`config.mk`:
```
export PLATFORM = sky130hd
export DESIGN_NAME = framed_command_decoder_flat
export DESIGN_NICKNAME = d
export VERILOG_FILES = /design/src/sv/fcd_pkg.sv /design/src/sv/fcd_channels.sv /design/src/sv/fcd_frame_tracker.sv /design/src/sv/fcd_classifier.sv /design/src/sv/framed_command_decoder.sv /design/src/flat_wrapper.sv
export SDC_FILE = /design/constraint.sdc
export NUM_CORES = 1
export LEC_CHECK = 0
export BUFFER_PORTS_ARGS = -buffer_cell sky130_fd_sc_hd__buf_4
export CORE_ASPECT_RATIO = 1.4
export CORE_MARGIN = 2
export CORE_UTILIZATION = 60
export DETAILED_ROUTE_END_ITERATION = 16
export PLACE_DENSITY = 0.79
export SYNTH_ARGS = -nofsm -noshare
export SYNTH_HDL_FRONTEND = slang
export SYNTH_SLANG_ARGS = --single-unit
```
`constraint.sdc`:
```
create_clock -name clock -period 10.3 [get_ports clock]
set_input_delay 0.515 -clock clock [delete_from_list [all_inputs] [get_ports clock]]
set_output_delay 0.515 -clock clock [all_outputs]
set_load 0.005 [all_outputs]
```
`src/sv/fcd_pkg.sv`:
```
// Package with the constants, codes and types of the framed command decoder.
`timescale 1ns / 1ps
`default_nettype none

package fcd_pkg;

   // Frame size limit and the widths that follow from it.
   localparam int FRAME_CAP = 128;
   localparam int COUNT_W   = $clog2(FRAME_CAP);
   localparam int HEAD_LEN  = 12;
   localparam int LEN_W     = 7;
   localparam int LEN_EXT_W = (COUNT_W > LEN_W) ? COUNT_W : LEN_W;
   localparam int LEN_MAX   = 127;
   localparam int WORD_LEN  = 3;
   localparam int RGB_LEN   = 12;
   localparam int COLOR_MAX = 255;

   typedef logic [COUNT_W-1:0] count_type;

   // Command codes of a result word.
   typedef enum logic [3:0] {
      CMD_ALT      = 4'd0,
      CMD_PES      = 4'd1,
      CMD_RGB      = 4'd2,
      CMD_RGB_ON   = 4'd3,
      CMD_RGB_OFF  = 4'd4,
      CMD_NEON_ON  = 4'd5,
      CMD_NEON_OFF = 4'd6,
      CMD_FORWARD  = 4'd7,
      CMD_UNKNOWN  = 4'd8
   } cmd_type;

   // Characters that the decoder looks for.
   localparam logic [7:0] CHAR_NUL    = 8'h00;
   localparam logic [7:0] CHAR_HASH   = 8'h23;
   localparam logic [7:0] CHAR_DOLLAR = 8'h24;
   localparam logic [7:0] CHAR_DIG0   = 8'h30;
   localparam logic [7:0] CHAR_DIG1   = 8'h31;
   localparam logic [7:0] CHAR_DIG9   = 8'h39;
   localparam logic [7:0] CHAR_A      = 8'h41;
   localparam logic [7:0] CHAR_B      = 8'h42;
   localparam logic [7:0] CHAR_E      = 8'h45;
   localparam logic [7:0] CHAR_F      = 8'h46;
   localparam logic [7:0] CHAR_G      = 8'h47;
   localparam logic [7:0] CHAR_L      = 8'h4C;
   localparam logic [7:0] CHAR_N      = 8'h4E;
   localparam logic [7:0] CHAR_P      = 8'h50;
   localparam logic [7:0] CHAR_R      = 8'h52;
   localparam logic [7:0] CHAR_S      = 8'h53;
   localparam logic [7:0] CHAR_T      = 8'h54;

   // What the frame tracker shows of the open frame.
   typedef struct packed {
      count_type                  text_len;
      logic [HEAD_LEN-1:0][7:0]   head;
   } frame_view_type;

   // One result word.
   typedef struct packed {
      cmd_type          command;
      logic [7:0]       red;
      logic [7:0]       green;
      logic [7:0]       blue;
      logic [LEN_W-1:0] text_length;
   } result_type;

endpackage

`default_nettype wire

```
`src/sv/fcd_channels.sv`:
```
// Valid/ready channel interfaces for the request bytes and the result words.
`timescale 1ns / 1ps
`default_nettype none

interface fcd_req_if;
   logic       valid;
   logic       ready;
   logic [7:0] rx_byte;

   modport source (output valid, output rx_byte, input ready);
   modport sink   (input valid, input rx_byte, output ready);
endinterface

interface fcd_rsp_if;
   import fcd_pkg::*;

   logic             valid;
   logic             ready;
   logic [3:0]       command;
   logic [7:0]       red;
   logic [7:0]       green;
   logic [7:0]       blue;
   logic [LEN_W-1:0] text_length;

   modport source (output valid, output command, output red, output green, output blue,
                   output text_length, input ready);
   modport sink   (input valid, input command, input red, input green, input blue,
                   input text_length, output ready);
endinterface

`default_nettype wire

```
`src/sv/fcd_frame_tracker.sv`:
```
// Frame state: open flag, byte count, text length and the first text characters.
`timescale 1ns / 1ps
`default_nettype none

module fcd_frame_tracker (
   input  logic                  clock,
   input  logic                  reset,
   input  logic                  step,
   input  logic [7:0]            rx_byte,
   output fcd_pkg::frame_view_type view,
   output logic                  close
);
   import fcd_pkg::*;

   logic                     inside_ff, inside_in;
   count_type                count_ff, count_in;
   logic                     zero_ff, zero_in;
   count_type                len_ff, len_in;
   logic [HEAD_LEN-1:0][7:0] head_ff, head_in;

   // A '$' closes the frame only when one is open.
   assign close = inside_ff && (rx_byte == CHAR_DOLLAR);

   // Head entries at or above the text length are never looked at, so they
   // need no clearing when a frame starts.
   assign view.text_len = len_ff;
   assign view.head     = head_ff;

   // Next frame state for the word being processed.
   always_comb begin
      inside_in = inside_ff;
      count_in  = count_ff;
      zero_in   = zero_ff;
      len_in    = len_ff;
      head_in   = head_ff;
      if (step) begin
         if (rx_byte == CHAR_HASH) begin
            inside_in = 1'b1;
            count_in  = '0;
            zero_in   = 1'b0;
            len_in    = '0;
         end else if (inside_ff) begin
            if (rx_byte == CHAR_DOLLAR || count_ff >= COUNT_W'(FRAME_CAP - 1)) begin
               // Frame closed or dropped for overflow.
               inside_in = 1'b0;
               count_in  = '0;
               zero_in   = 1'b0;
               len_in    = '0;
            end else begin
               if (!zero_ff) begin
                  if (rx_byte == CHAR_NUL) begin
                     zero_in = 1'b1;
                  end else begin
                     for (int i = 0; i < HEAD_LEN; i++) begin
                        if (len_ff == COUNT_W'(i)) begin
                           head_in[i] = rx_byte;
                        end
                     end
                     len_in = len_ff + 1'b1;
                  end
               end
               count_in = count_ff + 1'b1;
            end
         end
      end
   end

   // Control registers.
   always_ff @(posedge clock) begin
      if (reset) begin
         inside_ff <= 1'b0;
         count_ff  <= '0;
         zero_ff   <= 1'b0;
         len_ff    <= '0;
      end else begin
         inside_ff <= inside_in;
         count_ff  <= count_in;
         zero_ff   <= zero_in;
         len_ff    <= len_in;
      end
   end

   // Stored text characters.
   always_ff @(posedge clock) begin
      head_ff <= head_in;
   end

endmodule

`default_nettype wire

```
`src/sv/fcd_classifier.sv`:
```
// Classification of the stored frame text into a command and color values.
`timescale 1ns / 1ps
`default_nettype none

module fcd_classifier (
   input  fcd_pkg::frame_view_type view,
   output fcd_pkg::result_type     result
);
   import fcd_pkg::*;

   logic                 len_word;
   logic                 len_rgb;
   logic                 all_digits;
   logic                 rgb_ok;
   logic [9:0]           color [3];
   logic [LEN_EXT_W-1:0] len_ext;

   function automatic logic word_is(input logic [HEAD_LEN-1:0][7:0] h,
                                    input logic [7:0] a, input logic [7:0] b,
                                    input logic [7:0] c);
      return (h[0] == a) && (h[1] == b) && (h[2] == c);
   endfunction

   assign len_word = (view.text_len == COUNT_W'(WORD_LEN));
   assign len_rgb  = (view.text_len == COUNT_W'(RGB_LEN));

   // Digit check and three-digit values; an ASCII digit carries its value in
   // the low nibble.
   always_comb begin
      all_digits = 1'b1;
      for (int i = WORD_LEN; i < RGB_LEN; i++) begin
         if (view.head[i] < CHAR_DIG0 || view.head[i] > CHAR_DIG9) begin
            all_digits = 1'b0;
         end
      end
      for (int k = 0; k < 3; k++) begin
         color[k] = 10'(view.head[WORD_LEN + 3 * k][3:0]) * 10'd100
                  + 10'(view.head[WORD_LEN + 3 * k + 1][3:0]) * 10'd10
                  + 10'(view.head[WORD_LEN + 3 * k + 2][3:0]);
      end
   end

   assign rgb_ok = len_rgb && word_is(view.head, CHAR_R, CHAR_G, CHAR_B) && all_digits
                   && (color[0] <= 10'(COLOR_MAX)) && (color[1] <= 10'(COLOR_MAX))
                   && (color[2] <= 10'(COLOR_MAX));

   assign len_ext = LEN_EXT_W'(view.text_len);

   // Commands are checked in priority order.
   always_comb begin
      if (len_word && word_is(view.head, CHAR_A, CHAR_L, CHAR_T)) begin
         result.command = CMD_ALT;
      end else if (len_word && word_is(view.head, CHAR_P, CHAR_E, CHAR_S)) begin
         result.command = CMD_PES;
      end else if (rgb_ok) begin
         result.command = CMD_RGB;
      end else if (len_word && word_is(view.head, CHAR_R, CHAR_G, CHAR_DIG1)) begin
         result.command = CMD_RGB_ON;
      end else if (len_word && word_is(view.head, CHAR_R, CHAR_G, CHAR_DIG0)) begin
         result.command = CMD_RGB_OFF;
      end else if (len_word && word_is(view.head, CHAR_N, CHAR_E, CHAR_DIG1)) begin
         result.command = CMD_NEON_ON;
      end else if (len_word && word_is(view.head, CHAR_N, CHAR_E, CHAR_DIG0)) begin
         result.command = CMD_NEON_OFF;
      end else if (view.text_len != '0 && view.head[0] == CHAR_F) begin
         result.command = CMD_FORWARD;
      end else begin
         result.command = CMD_UNKNOWN;
      end
      result.red   = rgb_ok ? color[0][7:0] : 8'd0;
      result.green = rgb_ok ? color[1][7:0] : 8'd0;
      result.blue  = rgb_ok ? color[2][7:0] : 8'd0;
      // The reported length saturates.
      result.text_length = (len_ext > LEN_EXT_W'(LEN_MAX)) ? LEN_W'(LEN_MAX)
                                                           : len_ext[LEN_W-1:0];
   end

endmodule

`default_nettype wire

```
`src/sv/framed_command_decoder.sv`:
```
// Top level of the framed command decoder.
// Usage:
//   The req_chan channel carries one received character per word. A '#' opens
//   a frame, a '$' inside an open frame closes it, and each close gives one
//   word on rsp_chan with the command code, the three color values (nonzero
//   only for an RGB command) and the saturated text length. Characters outside
//   a frame, and frames that run past the size limit, give no word.
//   Path: the '$' word waits in the input register until the result register
//   can take a word; the result word then shows on rsp_chan from that register.
//   Throughput: one word per cycle while rsp_chan takes its words; the frame
//   state updates in a single pass from the input register, and the result
//   register takes the word classified from that state.
//   Stall: while rsp_chan holds a word that is not taken, its payload stays
//   put; the input register still fills, and req_chan.ready falls only once
//   both registers are occupied, and then it follows rsp_chan.ready directly.
//   Reset: synchronous, active high; it closes any frame and empties both
//   registers, so no result word is pending afterward.
`timescale 1ns / 1ps
`default_nettype none

module framed_command_decoder (
   input  logic  clock,
   input  logic  reset,
   fcd_req_if.sink   req_chan,
   fcd_rsp_if.source rsp_chan
);
   import fcd_pkg::*;

   logic           in_valid_ff, in_valid_in;
   logic [7:0]     in_byte_ff, in_byte_in;
   logic           out_valid_ff, out_valid_in;
   result_type     out_word_ff, out_word_in;
   logic           advance;
   logic           step;
   logic           close;
   frame_view_type view;
   result_type     result;

   // The input register moves on whenever the result register can take a word.
   assign advance        = !out_valid_ff || rsp_chan.ready;
   assign step           = in_valid_ff && advance;
   assign req_chan.ready = !in_valid_ff || advance;

   fcd_frame_tracker u_tracker (
      .clock   (clock),
      .reset   (reset),
      .step    (step),
      .rx_byte (in_byte_ff),
      .view    (view),
      .close   (close)
   );

   fcd_classifier u_classifier (
      .view   (view),
      .result (result)
   );

   // Next values of the input and result registers.
   always_comb begin
      in_valid_in  = in_valid_ff;
      in_byte_in   = in_byte_ff;
      out_valid_in = out_valid_ff;
      out_word_in  = out_word_ff;
      if (req_chan.ready) begin
         in_valid_in = req_chan.valid;
         if (req_chan.valid) begin
            in_byte_in = req_chan.rx_byte;
         end
      end
      if (advance) begin
         out_valid_in = step && close;
         if (step && close) begin
            out_word_in = result;
         end
      end
   end

   // Valid flags.
   always_ff @(posedge clock) begin
      if (reset) begin
         in_valid_ff  <= 1'b0;
         out_valid_ff <= 1'b0;
      end else begin
         in_valid_ff  <= in_valid_in;
         out_valid_ff <= out_valid_in;
      end
   end

   // Payload registers.
   always_ff @(posedge clock) begin
      in_byte_ff  <= in_byte_in;
      out_word_ff <= out_word_in;
   end

   assign rsp_chan.valid       = out_valid_ff;
   assign rsp_chan.command     = out_word_ff.command;
   assign rsp_chan.red         = out_word_ff.red;
   assign rsp_chan.green       = out_word_ff.green;
   assign rsp_chan.blue        = out_word_ff.blue;
   assign rsp_chan.text_length = out_word_ff.text_length;

endmodule

`default_nettype wire

```
`src/flat_wrapper.sv`:
```
// flat-port wrapper written by rule: the top's interface ports become plain ports
module framed_command_decoder_flat import fcd_pkg::*;
  (clock, reset, req_chan_valid, req_chan_rx_byte, req_chan_ready, rsp_chan_valid, rsp_chan_command, rsp_chan_red, rsp_chan_green, rsp_chan_blue, rsp_chan_text_length, rsp_chan_ready);
  fcd_req_if req_chan_i ();
  fcd_rsp_if rsp_chan_i ();
  input  logic clock;
  input  logic reset;
  input wire logic [$bits(req_chan_i.valid)-1:0] req_chan_valid;
  input wire logic [$bits(req_chan_i.rx_byte)-1:0] req_chan_rx_byte;
  output wire logic [$bits(req_chan_i.ready)-1:0] req_chan_ready;
  output wire logic [$bits(rsp_chan_i.valid)-1:0] rsp_chan_valid;
  output wire logic [$bits(rsp_chan_i.command)-1:0] rsp_chan_command;
  output wire logic [$bits(rsp_chan_i.red)-1:0] rsp_chan_red;
  output wire logic [$bits(rsp_chan_i.green)-1:0] rsp_chan_green;
  output wire logic [$bits(rsp_chan_i.blue)-1:0] rsp_chan_blue;
  output wire logic [$bits(rsp_chan_i.text_length)-1:0] rsp_chan_text_length;
  input wire logic [$bits(rsp_chan_i.ready)-1:0] rsp_chan_ready;
  assign req_chan_i.valid = req_chan_valid;
  assign req_chan_i.rx_byte = req_chan_rx_byte;
  assign req_chan_ready = req_chan_i.ready;
  assign rsp_chan_valid = rsp_chan_i.valid;
  assign rsp_chan_command = rsp_chan_i.command;
  assign rsp_chan_red = rsp_chan_i.red;
  assign rsp_chan_green = rsp_chan_i.green;
  assign rsp_chan_blue = rsp_chan_i.blue;
  assign rsp_chan_text_length = rsp_chan_i.text_length;
  assign rsp_chan_i.ready = rsp_chan_ready;
  framed_command_decoder u_core (.clock(clock), .reset(reset), .req_chan(req_chan_i), .rsp_chan(rsp_chan_i));
endmodule
```
## Word-level counts from Yosys, hierarchy flattened

Index checks and enable logic that the tools add are counted.

| word-level totals | value |
|---|---|
| flip-flop bits (word level) | 157 |

| cells by class | value |
|---|---|
| $add $sub $neg | 8 |
| multipliers | 6 |
| order comparisons | 23 |
| equality and inequality tests | 29 |
| mux-type cells | 32 |
| bitwise operators | 4 |
| reduce and logical (&&, ||, !) cells | 63 |

Operators by type and width:

| cell | count |
|---|---|
| $eq A8 B7 Y1 const B | 11 |
| $reduce_and A7 Y1 | 12 |
| $gt A8 B6 Y1 const B | 9 |
| $lt A8 B6 Y1 const B | 9 |
| $mux W7 | 8 |
| $eq A7 B4 Y1 const B | 5 |
| $eq A8 B6 Y1 const B | 4 |
| $add A10 B4 Y10 | 3 |
| $add A10 B8 Y10 | 3 |
| $le A10 B8 Y1 const B | 3 |
| $eq A7 B3 Y1 const B | 4 |
| $logic_and A1 B1 Y1 | 26 |
| $mul A4 B5 Y8 const B | 3 |
| $mul A4 B3 Y7 const B | 3 |
| $mux W1 | 18 |
| $add A7 B1 Y7 const B | 2 |
| $eq A7 B2 Y1 const B | 2 |
| $logic_or A1 B1 Y1 | 12 |
| $mux W3 | 3 |
| $logic_not A8 Y1 | 1 |
| $eq A7 B1 Y1 const B | 1 |
| $ge A7 B7 Y1 const B | 1 |
| $gt A7 B7 Y1 const B | 1 |
| $logic_not A7 Y1 | 1 |
| 13 further kinds | 20 |

## Longest topological paths before layout

Gate-level depths: netlist of the first run.

| logic depth | value |
|---|---|
| depth after elaboration | 17 |
| depth in mapped cells | 16 |
| gate-level depth less buffers | 15 |

## Hierarchy

A second synthesis of the first run with hierarchy kept.

| unflattened totals | value |
|---|---|
| cells, all modules | 628 |
| area total of the unflattened synthesis | 8340.5 µm² |

Modules (own cells, without submodules):

| module | instances | cells an instance | area each (µm²) | seq. area each (µm²) |
|---|---|---|---|---|
| fcd_frame_tracker | 1 | 226 | 3906.2 | 3203.1 |
| fcd_classifier | 1 | 348 | 3040.4 | 0.0 |
| framed_command_decoder | 1 | 54 | 1393.8 | 1331.3 |

## Least setup slack after synthesis of the first run

Ideal clock, no wire load.

| timing | value |
|---|---|
| path kind | flip-flop to flip-flop |
| start | reg u_core.u_tracker.head_ff (netlist bit u_core.u_tracker.view[48]) |
| end | reg u_core.out_word_ff (netlist bit u_core.rsp_chan.command[3]) (data pin) |
| setup time | 261 ps |
| arrival time | 3983 ps |
| data required time | 10039 ps |
| slack | 6056 ps |
| cell stages (with the launch flop) | 17 |
| cells stage by stage | edfxtp_1 > inv_1 > ha_1 > ha_1 > inv_1 > fa_1 > inv_1 > ha_1 > ha_1 > inv_1 > a31oi_1 > nand4_1 > or4_1 > or4_4 > nor4_4 > buf_6 > nor3_1 |

| on the way | value |
|---|---|
| cells in the longest elaborated chain, start to end | 13 |
| elaborated cells between the ends (all ways) | 18 |

Ends and longest elaborated chain:

| what | line | text |
|---|---|---|
| from (decl) | fcd_frame_tracker.sv:19 | `logic [HEAD_LEN-1:0][7:0] head_ff, head_in;` |
| from (signal assigned) | fcd_frame_tracker.sv:85 | `head_ff <= head_in;` |
| branches (longest 10 deep; another with $add A10 B8 Y10) | n/a |  |
| $logic_and A1 B1 Y1 * | fcd_classifier.sv:44 | `&& (color[0] <= 10'(COLOR_MAX)) && (color[1] <= 10'(COLOR_MAX))` |
| $logic_and A1 B1 Y1 * | fcd_classifier.sv:45 | `&& (color[2] <= 10'(COLOR_MAX));` |
| $reduce_or A7 Y1 (no source line) * | n/a |  |
| to (signal assigned) | framed_command_decoder.sv:92 | `out_word_ff <= out_word_in;` |
| to (decl) | framed_command_decoder.sv:32 | `result_type out_word_ff, out_word_in;` |

Every way passes the cells marked *.
A chain may end at the register's enable or synchronous reset.

## Worst setup path in the final report of the first run

| timing | value |
|---|---|
| start | reg u_core.u_tracker.head_ff (netlist bit u_core.u_tracker.view[48]) |
| end | reg u_core.out_word_ff (netlist bit u_core.rsp_chan.blue[6]) (data pin) |

| on the way | value |
|---|---|
| cells in the longest elaborated chain, start to end | 12 |
| elaborated cells between the ends (all ways) | 17 |

Ends and longest elaborated chain:

| what | line |
|---|---|
| branches (longest 10 deep; another with $add A10 B8 Y10) | n/a |
| $logic_and A1 B1 Y1 * | fcd_classifier.sv:44 |
| $logic_and A1 B1 Y1 * | fcd_classifier.sv:45 |

Marks and branches as above.

==> metrics.txt, run 1 <==
# TYPE chip_impl_metric gauge
chip_impl_metric{name="drt_first_iter_violations",unit=""} 282
chip_impl_metric{name="maxCapViolCount",unit=""} 0
chip_impl_metric{name="die-height",unit="um"} 140
chip_impl_metric{name="grt_pass1_wl",unit="um"} 24000
chip_impl_metric{name="ys_seq_elements",unit=""} 157
chip_impl_metric{name="finalNetCount",unit=""} 774
chip_impl_metric{name="die_w",unit="um"} 101
chip_impl_metric{name="detail_route.wirelength",unit="um"} 14900
chip_impl_metric{name="dr.pass1.iters",unit=""} 5
chip_impl_metric{name="vias",unit=""} 4819
chip_impl_info{name="crit_path_cell_chain",value="inv_1, ha_1, ha_1, inv_1, fa_1, inv_1, ha_1, ha_1, inv_1, a31oi_1, nand4_1, or4_1, or4_4, nor4_4, nor3b_1"} 1
chip_impl_metric{name="clk_latency",unit="ns"} 0.43
chip_impl_metric{name="gp_congestion",unit=""} 0.831
chip_impl_metric{name="initial_core_util",unit=""} 0.617
chip_impl_metric{name="post_synth_inst_count",unit=""} 606
chip_impl_metric{name="final_area",unit="um^2"} 9020
chip_impl_info{name="worstReg2RegStart",value="u_core.u_tracker.view[48]"} 1
chip_impl_metric{name="inserted_clock_buffers",unit=""} 17
chip_impl_metric{name="timing.clock.skew",unit="ns"} 0.0132
chip_impl_metric{name="ctsHtreeMaxLevel",unit=""} 4
chip_impl_info{name="cp-start-kind",value="flip-flop"} 1
chip_impl_metric{name="synth_largest_type_area_fraction",unit=""} 0.525
chip_impl_metric{name="global_route.usage.total",unit=""} 0.224
chip_impl_metric{name="cts_max_path_buffers",unit=""} 2
chip_impl_metric{name="final_critical_path_setup_slack",unit="ns"} 5.29
chip_impl_metric{name="totalNegativeSetupSlack",unit="ns"} 0
chip_impl_info{name="worst_hold_path_type",value="primary input to flip-flop"} 1
chip_impl_metric{name="p_seq_frac",unit=""} 0.540
chip_impl_metric{name="setup_viol",unit=""} 0
chip_impl_metric{name="post_cts.resized_instances",unit=""} 0
chip_impl_metric{name="combinationalPowerShare",unit=""} 0.005
chip_impl_metric{name="power_report.internal_total",unit="uW"} 1060
chip_impl_metric{name="p_leak",unit="uW"} 0.00360
chip_impl_metric{name="cts_setup_buffers",unit=""} 0
chip_impl_info{name="crit_path_start",value="u_core.u_tracker.view[48]"} 1
chip_impl_metric{name="routed_wire_length_per_instance",unit="um"} 18.1
chip_impl_metric{name="synth_edf_count",unit=""} 139
chip_impl_metric{name="ys.warnings.count",unit=""} 0
chip_impl_metric{name="synth_nets",unit=""} 719
chip_impl_metric{name="power.switching_fraction",unit=""} 0.195
chip_impl_info{name="rsz0062_at_grt",value="no"} 1
chip_impl_info{name="cts.root.buffer_cell",value="sky130_fd_sc_hd__clkbuf_16"} 1
chip_impl_metric{name="design.core.area",unit="um^2"} 12900
chip_impl_metric{name="clkSlewWorstSetupHoldPaths",unit="ns"} 0.06
chip_impl_metric{name="cpPeakStageDelay",unit="ns"} 0.86
chip_impl_metric{name="irDropWorstVdd",unit="uV"} 140
chip_impl_metric{name="synth-async-reset-ratio",unit=""} 0
chip_impl_metric{name="hold_buffers",unit=""} 0
chip_impl_metric{name="number_of_nets_still_failing_antenna_checks_after_routing",unit=""} 0
chip_impl_metric{name="final_cells",unit=""} 827
chip_impl_metric{name="synthesis.area",unit="um^2"} 7950
chip_impl_metric{name="design.die.area",unit="um^2"} 14200
chip_impl_metric{name="netSwitchingPower",unit="uW"} 255
chip_impl_metric{name="timing_hold_violations_final",unit=""} 0
chip_impl_metric{name="avgSynthCellArea",unit="um^2"} 13.1
chip_impl_metric{name="ioPinCount",unit=""} 49
chip_impl_metric{name="number_of_standard_cell_rows_in_the_floorplan",unit=""} 49
chip_impl_info{name="cts_tree",value="done"} 1
chip_impl_metric{name="maxSlewHeadroom",unit=""} 0.363
chip_impl_metric{name="finished_core_util",unit=""} 0.700
chip_impl_metric{name="place_hpwl",unit="um"} 10800
chip_impl_info{name="timing.critical_path.to_type",value="flip-flop"} 1
chip_impl_info{name="yosys_most_used_dff",value="sky130_fd_sc_hd__edfxtp_1"} 1
chip_impl_metric{name="fin_crit",unit="ns"} 5.01
chip_impl_metric{name="layout.filler_cells",unit=""} 871
chip_impl_metric{name="critPathMaxFanout",unit=""} 26
chip_impl_info{name="crit_type",value="flip-flop to flip-flop"} 1
chip_impl_metric{name="finalCritPeriodShare",unit=""} 0.487
chip_impl_metric{name="fraction_of_the_yosys_area_taken_by_sequential_cells",unit=""} 0.570
chip_impl_metric{name="flow.area_growth_from_synthesis",unit="%"} 13.4
chip_impl_metric{name="cts.sink_count",unit=""} 157
chip_impl_metric{name="placedCellCount",unit=""} 795
chip_impl_metric{name="power_density",unit="nW/um^2"} 145
chip_impl_info{name="cpMaxStageDelayCell",value="sky130_fd_sc_hd__nor4_4"} 1
chip_impl_info{name="synth_largest_area_cell",value="sky130_fd_sc_hd__edfxtp_1"} 1
chip_impl_metric{name="yosysUniqueCellTypes",unit=""} 50
chip_impl_metric{name="worstPathRequired",unit="ns"} 10.55
chip_impl_metric{name="worst_pin_slew",unit="ns"} 0.949
chip_impl_metric{name="clock_power_share",unit=""} 0.455
chip_impl_metric{name="multi_input_comb_area",unit="um^2"} 3170
chip_impl_metric{name="placed_area",unit="um^2"} 8450
chip_impl_metric{name="vias_per_cell",unit=""} 5.83
chip_impl_info{name="largest_cells_by_area_after_synthesis",value="sky130_fd_sc_hd__edfxtp_1 (53%), sky130_fd_sc_hd__ha_1 (14%), sky130_fd_sc_hd__dfxtp_1 (4.5%), sky130_fd_sc_hd__fa_1 (3.8%), sky130_fd_sc_hd__and2_1 (2.7%)"} 1
chip_impl_metric{name="worst_slack_placed",unit="ns"} 5.24
chip_impl_metric{name="grt_pass1_vias",unit=""} 4957
chip_impl_metric{name="detail_route.drc_violations",unit=""} 0
chip_impl_metric{name="maxClockFrequency",unit="GHz"} 0.199
chip_impl_metric{name="fraction_of_final_layout_cells_with_drive_strength_greater_than_1",unit=""} 0.120
chip_impl_metric{name="ff_latch_area",unit="um^2"} 4530
chip_impl_metric{name="finalMaxSlewViolations",unit=""} 0
chip_impl_info{name="hp-start",value="req_chan_rx_byte[4]"} 1
chip_impl_metric{name="port_bufs",unit=""} 48
chip_impl_metric{name="antenna_violations_before_repair",unit=""} 0
chip_impl_metric{name="antennaDiodeCount",unit=""} 0
chip_impl_metric{name="largest_net_degree_at_the_start_of_global_routing",unit=""} 36
chip_impl_info{name="outcome",value="finished, final reports clean"} 1
chip_impl_metric{name="cp.arrival",unit="ns"} 5.27
chip_impl_metric{name="grt_residual_overflow",unit=""} 0
-- stage by stage --
step / power [uW] / hold WS, ns
6_report: 1310 / 0.263
5_1_grt: 1350 / 0.254
4_1_cts: 1320 / 0.256
3_5_place_dp: 729 / 0.457
3_3_place_gp: 728 / 0.464
2_1_floorplan: 717 / 0.463
-- path summary, 6_finish.rpt --
path	slack [ns]	endpoint	cells after the start
min	0.26	u_core.in_byte_ff[4]	1
min reg2reg	0.49	u_core.rsp_chan.text_length[6]	0
max reg2reg	5.29	u_core.rsp_chan.blue[6]	15
max	5.29	u_core.rsp_chan.blue[6]	15
-- power by group through the flow --
stage / Clock [uW] / Sequential (uW) / Combinational, uW
after floorplan: 0 / 715 / 2.64
after detailed placement: 0 / 722 / 6.75
after CTS: 604 / 708 / 6.77
after global routing: 631 / 709 / 7.50
final: 596 / 708 / 6.71
after global placement: 0 / 722 / 6.50
-- kinds of logic (layout without fill, tap and decap cells) --
logic type      Yosys count  count (layout)  synth area share
compound gates           63              63            0.0486
fa+ha+maj               101             101             0.173
xor+xnor                 33              33            0.0364
mux                       2               2           0.00252
buf+inv                  61             129            0.0307
simple gates            189             189             0.138
flops                   157             157             0.570
-- placed cells by master, fill, tap and decap left out, drive strengths merged, types with 10 or more instances in the layout --
master,Yosys,routed
and2,34,34
fa,15,15
edfxtp,139,139
xnor2,21,21
clkinv,0,10
nand4,13,13
nor2,35,35
buf,2,49
clkbuf,11,18
nand2,19,19
a21oi,18,18
ha,86,86
nand3,13,13
dfxtp,18,18
nor3,11,11
o21ai,20,20
inv,48,50
xor2,12,12
nor2b,18,18
-- per-layer routing --
metal	part of all wire	GRT usage
met5	0	0
met2	0.52	0.389
met3	0.048	0.0464
met4	0.034	0.108
met1	0.39	0.262
-- synth_stat cells (2+ instances only) --
| master | count |
|---|---|
| sky130_fd_sc_hd__mux2i_1 | 2 |
| sky130_fd_sc_hd__nor2b_1 | 18 |
| sky130_fd_sc_hd__nand4_1 | 13 |
| sky130_fd_sc_hd__nor4b_1 | 3 |
| sky130_fd_sc_hd__a211oi_1 | 2 |
| sky130_fd_sc_hd__nor3_1 | 11 |
| sky130_fd_sc_hd__edfxtp_1 | 139 |
| sky130_fd_sc_hd__a21oi_1 | 18 |
| sky130_fd_sc_hd__o21bai_1 | 4 |
| sky130_fd_sc_hd__o21ai_0 | 20 |
| sky130_fd_sc_hd__o41ai_1 | 2 |
| sky130_fd_sc_hd__a21o_1 | 3 |
| sky130_fd_sc_hd__o21a_1 | 3 |
| sky130_fd_sc_hd__fa_1 | 15 |
| sky130_fd_sc_hd__nand3_1 | 13 |
| sky130_fd_sc_hd__o211ai_1 | 2 |
| sky130_fd_sc_hd__a22oi_1 | 2 |
| sky130_fd_sc_hd__and4_1 | 3 |
| sky130_fd_sc_hd__nor3b_1 | 6 |
| sky130_fd_sc_hd__nand2_1 | 19 |
| sky130_fd_sc_hd__nor2_1 | 35 |
| sky130_fd_sc_hd__ha_1 | 86 |
| sky130_fd_sc_hd__dfxtp_1 | 18 |
| sky130_fd_sc_hd__and3b_1 | 2 |
| sky130_fd_sc_hd__or3_1 | 5 |
| sky130_fd_sc_hd__and4b_1 | 2 |
| sky130_fd_sc_hd__buf_6 | 2 |
| sky130_fd_sc_hd__or4_1 | 3 |
| sky130_fd_sc_hd__nand4b_1 | 4 |
| sky130_fd_sc_hd__nand2b_1 | 2 |
| sky130_fd_sc_hd__nor4_1 | 5 |
| sky130_fd_sc_hd__and3_1 | 4 |
| sky130_fd_sc_hd__clkbuf_1 | 11 |
| sky130_fd_sc_hd__xnor2_1 | 21 |
| sky130_fd_sc_hd__xor2_1 | 12 |
| sky130_fd_sc_hd__inv_1 | 48 |
| sky130_fd_sc_hd__and2_1 | 34 |
| sky130_fd_sc_hd__nor4bb_1 | 2 |
-- worst max-delay path: cells and delay by family, from the launching register on --
| family | cells | cell delay (ns) |
|---|---|---|
| fa+ha+maj | 5 | 1.58 |
| flops | 1 | 0.47 |
| buf+inv | 4 | 0.23 |
| compound gates | 1 | 0.20 |
| simple gates | 5 | 2.37 |
-- area by class of cell --
| class | count | area share |
|---|---|---|
| Clock buffer | 18 | 0.0476 |
| Clock inverter | 14 | 0.0160 |
| Inverter | 48 | 0.0200 |
| Multi-Input combinational cell | 388 | 0.352 |
| Sequential cell | 157 | 0.503 |
| Tap cell | 153 | 0.0212 |
| Timing Repair Buffer | 49 | 0.0408 |
-- registers in the layout (all words and copies together) (netlist names), 4 cells and up --
| signal | flops |
|---|---|
| u_core.in_byte_ff | 8 |
| u_core.rsp_chan.blue | 8 |
| u_core.rsp_chan.command | 4 |
| u_core.rsp_chan.green | 8 |
| u_core.rsp_chan.red | 8 |
| u_core.rsp_chan.text_length | 7 |
| u_core.u_tracker.count_ff | 7 |
| u_core.u_tracker.len_ff | 7 |
| u_core.u_tracker.view | 96 |
(Power assumes the default switching activity.)
==> run 2: changes to the inputs <==
--- a/config.mk
+++ b/config.mk
@@ -5,6 +5,7 @@
 export SDC_FILE = /design/constraint.sdc
 export NUM_CORES = 1
 export LEC_CHECK = 0
+export ABC_AREA = 1
 export BUFFER_PORTS_ARGS = -buffer_cell sky130_fd_sc_hd__buf_4
 export CORE_ASPECT_RATIO = 1.4
 export CORE_MARGIN = 2
==> constraint.sdc (replaced) <==
create_clock -name clock -period 4.7 [get_ports clock]
set_input_delay 0.235 -clock clock [delete_from_list [all_inputs] [get_ports clock]]
set_output_delay 0.235 -clock clock [all_outputs]
set_load 0.005 [all_outputs]
==> metrics.txt, run 2 <==
# TYPE chip_impl_metric gauge
chip_impl_info{name="outcome",value="finished, final reports clean"} 1
chip_impl_info{name="synthTopCellsByCount",value="sky130_fd_sc_hd__edfxtp_1 (139), sky130_fd_sc_hd__inv_1 (138), sky130_fd_sc_hd__nand2_1 (114)"} 1
chip_impl_metric{name="reg2reg_depth",unit=""} 16
chip_impl_metric{name="fraction_of_final_layout_cells_with_drive_strength_greater_than_1",unit=""} 0.136
chip_impl_info{name="synth_most_common_cell",value="sky130_fd_sc_hd__edfxtp_1"} 1
chip_impl_metric{name="irDropWorstVdd",unit="uV"} 279
chip_impl_info{name="rsz0062_at_grt",value="no"} 1
chip_impl_metric{name="grt_residual_overflow",unit=""} 0
chip_impl_info{name="cts_tree",value="done"} 1
chip_impl_metric{name="design.die.area",unit="um^2"} 15000
chip_impl_info{name="cpMaxStageDelayCell",value="sky130_fd_sc_hd__nand4_4"} 1
chip_impl_metric{name="final_critical_path_setup_slack",unit="ns"} 0.677
chip_impl_metric{name="inserted_clock_buffers",unit=""} 17
chip_impl_metric{name="gp_congestion",unit=""} 0.834
chip_impl_metric{name="largest_net_degree_at_the_start_of_global_routing",unit=""} 37
chip_impl_metric{name="rrSetupSlack",unit="ns"} 0.68
chip_impl_metric{name="grt_pass1_wl",unit="um"} 25800
chip_impl_metric{name="antenna_violations_before_repair",unit=""} 0
chip_impl_metric{name="avgSynthCellArea",unit="um^2"} 10.8
chip_impl_metric{name="antennaDiodeCount",unit=""} 0
chip_impl_metric{name="cts_max_path_buffers",unit=""} 2
chip_impl_metric{name="finalCritPeriodShare",unit=""} 0.856
chip_impl_info{name="hp-start",value="reset"} 1
chip_impl_metric{name="power_density",unit="nW/um^2"} 297
chip_impl_metric{name="grt_pass1_vias",unit=""} 5575
chip_impl_metric{name="number_of_standard_cell_rows_in_the_floorplan",unit=""} 51
chip_impl_info{name="worst_path_most_repeated_cell",value="sky130_fd_sc_hd__ha_1"} 1
chip_impl_metric{name="global_route.usage.total",unit=""} 0.222
chip_impl_metric{name="maxSlewHeadroom",unit=""} 0.231
chip_impl_info{name="largest_cells_by_area_after_synthesis",value="sky130_fd_sc_hd__edfxtp_1 (50%), sky130_fd_sc_hd__ha_1 (13%), sky130_fd_sc_hd__inv_1 (6.2%), sky130_fd_sc_hd__nand2_1 (5.1%), sky130_fd_sc_hd__dfxtp_1 (4.3%)"} 1
chip_impl_info{name="crit_path_cell_chain",value="ha_1, ha_1, fa_1, xor2_1, ha_1, ha_1, inv_1, o21ai_0, a31oi_1, nand2_1, nand2_1, nand2_1, nor2_1, nand4_4, nand3_1, nor2_1"} 1
chip_impl_metric{name="design.core.area",unit="um^2"} 13800
chip_impl_metric{name="synthesis.area",unit="um^2"} 8400
chip_impl_metric{name="fin_crit",unit="ns"} 4.02
chip_impl_metric{name="clk_latency",unit="ns"} 0.41
chip_impl_metric{name="ys_seq_elements",unit=""} 157
chip_impl_info{name="final_common_cell",value="sky130_fd_sc_hd__edfxtp_1"} 1
chip_impl_metric{name="worstPathRequired",unit="ns"} 4.86
chip_impl_metric{name="initial_core_util",unit=""} 0.609
chip_impl_metric{name="worst_pin_slew",unit="ns"} 1.15
chip_impl_metric{name="timing_hold_violations_final",unit=""} 0
chip_impl_metric{name="dr.pass1.iters",unit=""} 5
chip_impl_metric{name="vias_per_cell",unit=""} 5.32
chip_impl_metric{name="multi_input_comb_area",unit="um^2"} 3300
chip_impl_metric{name="detail_route.drc_violations",unit=""} 0
chip_impl_metric{name="maxCapViolCount",unit=""} 0
chip_impl_info{name="timing.critical_path.to_type",value="flip-flop"} 1
chip_impl_metric{name="hold_depth",unit=""} 2
chip_impl_metric{name="vias",unit=""} 5534
chip_impl_metric{name="number_of_nets_still_failing_antenna_checks_after_routing",unit=""} 0
chip_impl_metric{name="final_area",unit="um^2"} 9590
chip_impl_info{name="synth_largest_area_cell",value="sky130_fd_sc_hd__edfxtp_1"} 1
chip_impl_metric{name="routed_wire_length_per_instance",unit="um"} 15.0
chip_impl_metric{name="ctsHtreeMaxLevel",unit=""} 4
chip_impl_metric{name="p_leak",unit="uW"} 0.00418
chip_impl_info{name="worst_hold_path_type",value="primary input to flip-flop"} 1
chip_impl_metric{name="ioPinCount",unit=""} 49
chip_impl_info{name="r2r_end",value="u_core.rsp_chan.command[3]"} 1
chip_impl_metric{name="die-height",unit="um"} 144
chip_impl_metric{name="cp.arrival",unit="ns"} 4.18
chip_impl_metric{name="cpPeakStageDelay",unit="ns"} 0.51
chip_impl_metric{name="finalMaxSlewViolations",unit=""} 0
chip_impl_info{name="yosys_most_used_dff",value="sky130_fd_sc_hd__edfxtp_1"} 1
chip_impl_info{name="commonest_cells_after_routing_fill_and_taps_aside",value="sky130_fd_sc_hd__edfxtp_1 (139), sky130_fd_sc_hd__inv_1 (138), sky130_fd_sc_hd__nand2_1 (114)"} 1
chip_impl_metric{name="totalNegativeSetupSlack",unit="ns"} 0
chip_impl_metric{name="finalNetCount",unit=""} 955
chip_impl_metric{name="ys.warnings.count",unit=""} 0
chip_impl_metric{name="die_w",unit="um"} 104
chip_impl_metric{name="path_buf_inv",unit=""} 1
chip_impl_info{name="crit_type",value="flip-flop to flip-flop"} 1
chip_impl_metric{name="synth_edf_count",unit=""} 139
chip_impl_metric{name="synth_nets",unit=""} 889
chip_impl_metric{name="cts_setup_buffers",unit=""} 0
chip_impl_info{name="timing.critical_path.max_delay_family",value="adder cells"} 1
chip_impl_info{name="min_delay_endpoint",value="u_core.u_tracker.inside_ff"} 1
chip_impl_metric{name="finished_core_util",unit=""} 0.696
chip_impl_metric{name="synth-async-reset-ratio",unit=""} 0
chip_impl_metric{name="timing.clock.skew",unit="ns"} 0.0111
chip_impl_metric{name="setup_viol",unit=""} 0
chip_impl_metric{name="critPathMaxFanout",unit=""} 26
chip_impl_metric{name="detail_route.wirelength",unit="um"} 15600
chip_impl_metric{name="place_hpwl",unit="um"} 11500
chip_impl_info{name="cts.root.buffer_cell",value="sky130_fd_sc_hd__clkbuf_16"} 1
chip_impl_metric{name="layout.filler_cells",unit=""} 994
chip_impl_metric{name="maxClockFrequency",unit="GHz"} 0.249
chip_impl_metric{name="port_bufs",unit=""} 48
chip_impl_metric{name="worst_slack_placed",unit="ns"} 0.695
chip_impl_metric{name="fraction_of_the_yosys_area_taken_by_sequential_cells",unit=""} 0.540
chip_impl_metric{name="synth_largest_type_area_fraction",unit=""} 0.497
chip_impl_metric{name="placed_area",unit="um^2"} 8950
chip_impl_metric{name="ff_latch_area",unit="um^2"} 4530
chip_impl_info{name="cp-start-kind",value="flip-flop"} 1
chip_impl_metric{name="clkSlewWorstSetupHoldPaths",unit="ns"} 0.06
chip_impl_info{name="worstReg2RegStart",value="u_core.u_tracker.view[59]"} 1
chip_impl_metric{name="yosysUniqueCellTypes",unit=""} 42
chip_impl_metric{name="post_cts.resized_instances",unit=""} 0
chip_impl_metric{name="post_synth_inst_count",unit=""} 776
chip_impl_metric{name="largest_register_ff_count",unit=""} 96
chip_impl_metric{name="drt_first_iter_violations",unit=""} 269
chip_impl_metric{name="cts.sink_count",unit=""} 157
chip_impl_metric{name="flow.area_growth_from_synthesis",unit="%"} 14.1
## run 2: logic make-up after synthesis
kind of cell / share of synthesized area
AND/OR/NAND/NOR: 0.162
XOR/XNOR: 0.0240
buffers and inverters: 0.0696
flip-flops: 0.540
adder cells (fa/ha/maj): 0.164
AO/OA/AOI/OAI: 0.0413
## run 2: final cells by class
class,instances,share of cell area
Sequential cell,157,0.473
Multi-Input combinational cell,470,0.344
Inverter,139,0.0544
Clock buffer,20,0.0476
Tap cell,185,0.0241
Timing Repair Buffer,57,0.0467
Clock inverter,12,0.0103
## run 2: through the flow
stage               hold slack (ns)  total power, uW  cells
floorplan                     0.304             1570    776
global placement              0.414             1600   1000
detailed placement            0.415             1600   1000
CTS                          0.0332             2860   1040
global route                 0.0324             2920   1040
finish                       0.0416             2850   1040
## run 2: worst max path at each step
stage | start | to | depth (start not counted)
floorplan | u_core.u_tracker.view[35] | u_core.rsp_chan.command[1] | 13
global placement | u_core.u_tracker.view[59] | u_core.rsp_chan.command[3] | 16
detailed placement | u_core.u_tracker.view[59] | u_core.rsp_chan.command[3] | 16
CTS | u_core.u_tracker.view[59] | u_core.rsp_chan.command[3] | 16
global route | u_core.u_tracker.view[59] | u_core.rsp_chan.command[3] | 16
finish | u_core.u_tracker.view[59] | u_core.rsp_chan.command[3] | 16
## run 2: repair_timing
action                     4_1_cts  5_1_grt
setup endpoints to repair        0        0
hold buffers                     8        0
hold endpoints to repair         8        0
## run 2: where the power goes
part | internal, uW | switching, uW
clock | 718 | 552
combinational | 12.8 | 10.4
sequential | 1530 | 27.0
total | 2260 | 590
## run 2: routing by layer
metal / part of all wire / up-vias / GRT usage / routed length [um]
met4: 0.027 / 0 / 0.0939 / 421
met2: 0.55 / 151 / 0.432 / 8590
li1: - / 2725 / - / -
met1: 0.39 / 2623 / 0.232 / 6050
met3: 0.037 / 35 / 0.0424 / 582
met5: 0 / - / 0 / 0
==> run 3: changes to the inputs <==
--- a/config.mk
+++ b/config.mk
@@ -10,6 +10,7 @@
 export CORE_ASPECT_RATIO = 1.4
 export CORE_MARGIN = 2
 export CORE_UTILIZATION = 60
+export CTS_BUF_LIST = sky130_fd_sc_hd__clkbuf_8
 export DETAILED_ROUTE_END_ITERATION = 16
 export PLACE_DENSITY = 0.79
 export SYNTH_ARGS = -nofsm -noshare
==> metrics.txt, run 3 (synthesized netlist as in run 2, its figures left out) <==
# TYPE chip_impl_metric gauge
chip_impl_info{name="outcome",value="finished, final reports clean"} 1
chip_impl_metric{name="totalNegativeSetupSlack",unit="ns"} 0
chip_impl_info{name="worst_hold_path_type",value="primary input to flip-flop"} 1
chip_impl_metric{name="port_bufs",unit=""} 48
chip_impl_metric{name="p_leak",unit="uW"} 0.00409
chip_impl_metric{name="grt_residual_overflow",unit=""} 0
chip_impl_metric{name="setup_viol",unit=""} 0
chip_impl_metric{name="drt_first_iter_violations",unit=""} 271
chip_impl_metric{name="cp.arrival",unit="ns"} 4.21
chip_impl_metric{name="number_of_standard_cell_rows_in_the_floorplan",unit=""} 51
chip_impl_info{name="r2r_end",value="u_core.rsp_chan.command[3]"} 1
chip_impl_metric{name="worstPathRequired",unit="ns"} 4.88
chip_impl_metric{name="detail_route.drc_violations",unit=""} 0
chip_impl_metric{name="post_cts.resized_instances",unit=""} 0
chip_impl_metric{name="clk_latency",unit="ns"} 0.43
chip_impl_metric{name="inserted_clock_buffers",unit=""} 17
chip_impl_metric{name="worst_pin_slew",unit="ns"} 1.15
chip_impl_metric{name="design.core.area",unit="um^2"} 13800
chip_impl_metric{name="place_hpwl",unit="um"} 11500
chip_impl_metric{name="vias",unit=""} 5518
chip_impl_info{name="timing.critical_path.to_type",value="flip-flop"} 1
chip_impl_metric{name="cts_setup_buffers",unit=""} 0
chip_impl_metric{name="rrSetupSlack",unit="ns"} 0.67
chip_impl_metric{name="power_density",unit="nW/um^2"} 264
chip_impl_metric{name="detail_route.wirelength",unit="um"} 15200
chip_impl_metric{name="total_power",unit="uW"} 2480
chip_impl_metric{name="clkSlewWorstSetupHoldPaths",unit="ns"} 0.08
chip_impl_metric{name="maxCapViolCount",unit=""} 0
chip_impl_metric{name="hold_ws",unit="ns"} 0.0191
chip_impl_metric{name="routed_wire_length_per_instance",unit="um"} 14.6
chip_impl_metric{name="antennaDiodeCount",unit=""} 0
chip_impl_metric{name="largest_net_degree_at_the_start_of_global_routing",unit=""} 37
chip_impl_metric{name="maxSlewHeadroom",unit=""} 0.227
chip_impl_metric{name="final_critical_path_setup_slack",unit="ns"} 0.673
chip_impl_metric{name="ctsHtreeMaxLevel",unit=""} 4
chip_impl_metric{name="finalNetCount",unit=""} 955
chip_impl_metric{name="timing_hold_violations_final",unit=""} 0
chip_impl_metric{name="fin_crit",unit="ns"} 4.03
chip_impl_metric{name="layout.filler_cells",unit=""} 1030
chip_impl_info{name="commonest_cells_after_routing_fill_and_taps_aside",value="sky130_fd_sc_hd__inv_1 (139), sky130_fd_sc_hd__edfxtp_1 (139), sky130_fd_sc_hd__nand2_1 (114)"} 1
chip_impl_metric{name="largest_register_ff_count",unit=""} 96
chip_impl_metric{name="cts_max_path_buffers",unit=""} 2
chip_impl_info{name="crit_type",value="flip-flop to flip-flop"} 1
chip_impl_metric{name="worst_slack_placed",unit="ns"} 0.695
chip_impl_info{name="hp-start",value="reset"} 1
chip_impl_metric{name="gp_congestion",unit=""} 0.834
chip_impl_info{name="cts_tree",value="done"} 1
chip_impl_metric{name="design.die.area",unit="um^2"} 15000
chip_impl_info{name="rsz0062_at_grt",value="no"} 1
chip_impl_metric{name="maxClockFrequency",unit="GHz"} 0.248
chip_impl_metric{name="placedCellCount",unit=""} 1000
chip_impl_metric{name="antenna_violations_before_repair",unit=""} 0
chip_impl_metric{name="initial_core_util",unit=""} 0.609
chip_impl_metric{name="ioPinCount",unit=""} 49
chip_impl_metric{name="finalMaxSlewViolations",unit=""} 0
chip_impl_info{name="cts.root.buffer_cell",value="sky130_fd_sc_hd__clkbuf_8"} 1
chip_impl_metric{name="die_w",unit="um"} 104
chip_impl_metric{name="fraction_of_final_layout_cells_with_drive_strength_greater_than_1",unit=""} 0.136
chip_impl_metric{name="grt_pass1_vias",unit=""} 5511
chip_impl_metric{name="final_cells",unit=""} 1040
chip_impl_metric{name="number_of_nets_still_failing_antenna_checks_after_routing",unit=""} 0
chip_impl_info{name="min_delay_endpoint",value="u_core.u_tracker.inside_ff"} 1
chip_impl_metric{name="timing.clock.skew",unit="ns"} 0.0135
chip_impl_metric{name="finalCritPeriodShare",unit=""} 0.857
chip_impl_metric{name="hold_depth",unit=""} 2
chip_impl_metric{name="grt_pass1_wl",unit="um"} 25300
chip_impl_info{name="cp-start-kind",value="flip-flop"} 1
chip_impl_metric{name="cts.sink_count",unit=""} 157
chip_impl_metric{name="die-height",unit="um"} 144
chip_impl_metric{name="reg2reg_depth",unit=""} 16
chip_impl_metric{name="hold_buffers",unit=""} 8
chip_impl_metric{name="critPathMaxFanout",unit=""} 26
chip_impl_metric{name="vias_per_cell",unit=""} 5.31
chip_impl_metric{name="dr.pass1.iters",unit=""} 4
chip_impl_metric{name="global_route.usage.total",unit=""} 0.216
chip_impl_metric{name="irDropWorstVdd",unit="uV"} 224
chip_impl_info{name="worstReg2RegStart",value="u_core.u_tracker.view[59]"} 1
chip_impl_metric{name="flow.area_growth_from_synthesis",unit="%"} 11.8
## run 3: critical path, stage by stage (launching register included)
cell	delay (ns)
sky130_fd_sc_hd__edfxtp_1	0.47
sky130_fd_sc_hd__ha_1	0.31
sky130_fd_sc_hd__ha_1	0.23
sky130_fd_sc_hd__fa_1	0.39
sky130_fd_sc_hd__xor2_1	0.15
sky130_fd_sc_hd__ha_1	0.28
sky130_fd_sc_hd__ha_1	0.35
sky130_fd_sc_hd__inv_1	0.10
sky130_fd_sc_hd__o21ai_0	0.10
sky130_fd_sc_hd__a31oi_1	0.17
sky130_fd_sc_hd__nand2_1	0.07
sky130_fd_sc_hd__nand2_1	0.06
sky130_fd_sc_hd__nand2_1	0.10
sky130_fd_sc_hd__nor2_1	0.21
sky130_fd_sc_hd__nand4_4	0.51
sky130_fd_sc_hd__nand3_1	0.22
sky130_fd_sc_hd__nor2_1	0.06
## run 3: how the worst max path moves through the flow
stage,depth (start not counted),from,slack (ns),endpoint
after floorplan,13,u_core.u_tracker.view[35],1.38,u_core.rsp_chan.command[1]
after global placement,16,u_core.u_tracker.view[59],0.84,u_core.rsp_chan.command[3]
after detailed placement,16,u_core.u_tracker.view[59],0.69,u_core.rsp_chan.command[3]
after CTS,16,u_core.u_tracker.view[59],0.67,u_core.rsp_chan.command[3]
after global routing,16,u_core.u_tracker.view[59],0.43,u_core.rsp_chan.command[3]
final,16,u_core.u_tracker.view[59],0.67,u_core.rsp_chan.command[3]
## run 3: layout make-up
cell class / count / area [um^2] / area share
Multi-Input combinational cell: 470 / 3300 / 0.351
Clock buffer: 19 / 262 / 0.0278
Clock inverter: 13 / 103 / 0.0109
Inverter: 139 / 522 / 0.0555
Tap cell: 185 / 231 / 0.0246
Timing Repair Buffer: 57 / 448 / 0.0477
Sequential cell: 157 / 4530 / 0.483
## run 3: per-layer routing
metal,GRT usage,part of all wire,vias to the layer above
met5,0,0,-
met4,0.0925,0.023,0
met3,0.0342,0.037,29
met2,0.423,0.55,157
met1,0.228,0.39,2607
li1,-,-,2725
## run 3: through the flow
step            util  cell area, um^2
2_1_floorplan      -             8400
3_3_place_gp   0.649             8950
3_5_place_dp   0.649             8950
4_1_cts        0.682             9400
5_1_grt        0.682             9400
6_report       0.682             9400
## run 3: power by group
group / internal [uW] / switching [uW] / leakage, uW
clock network: 406 / 500 / 0.000197
registers: 1520 / 27.0 / 0.00147
logic: 12.8 / 10.6 / 0.00243
total: 1940 / 537 / 0.00409
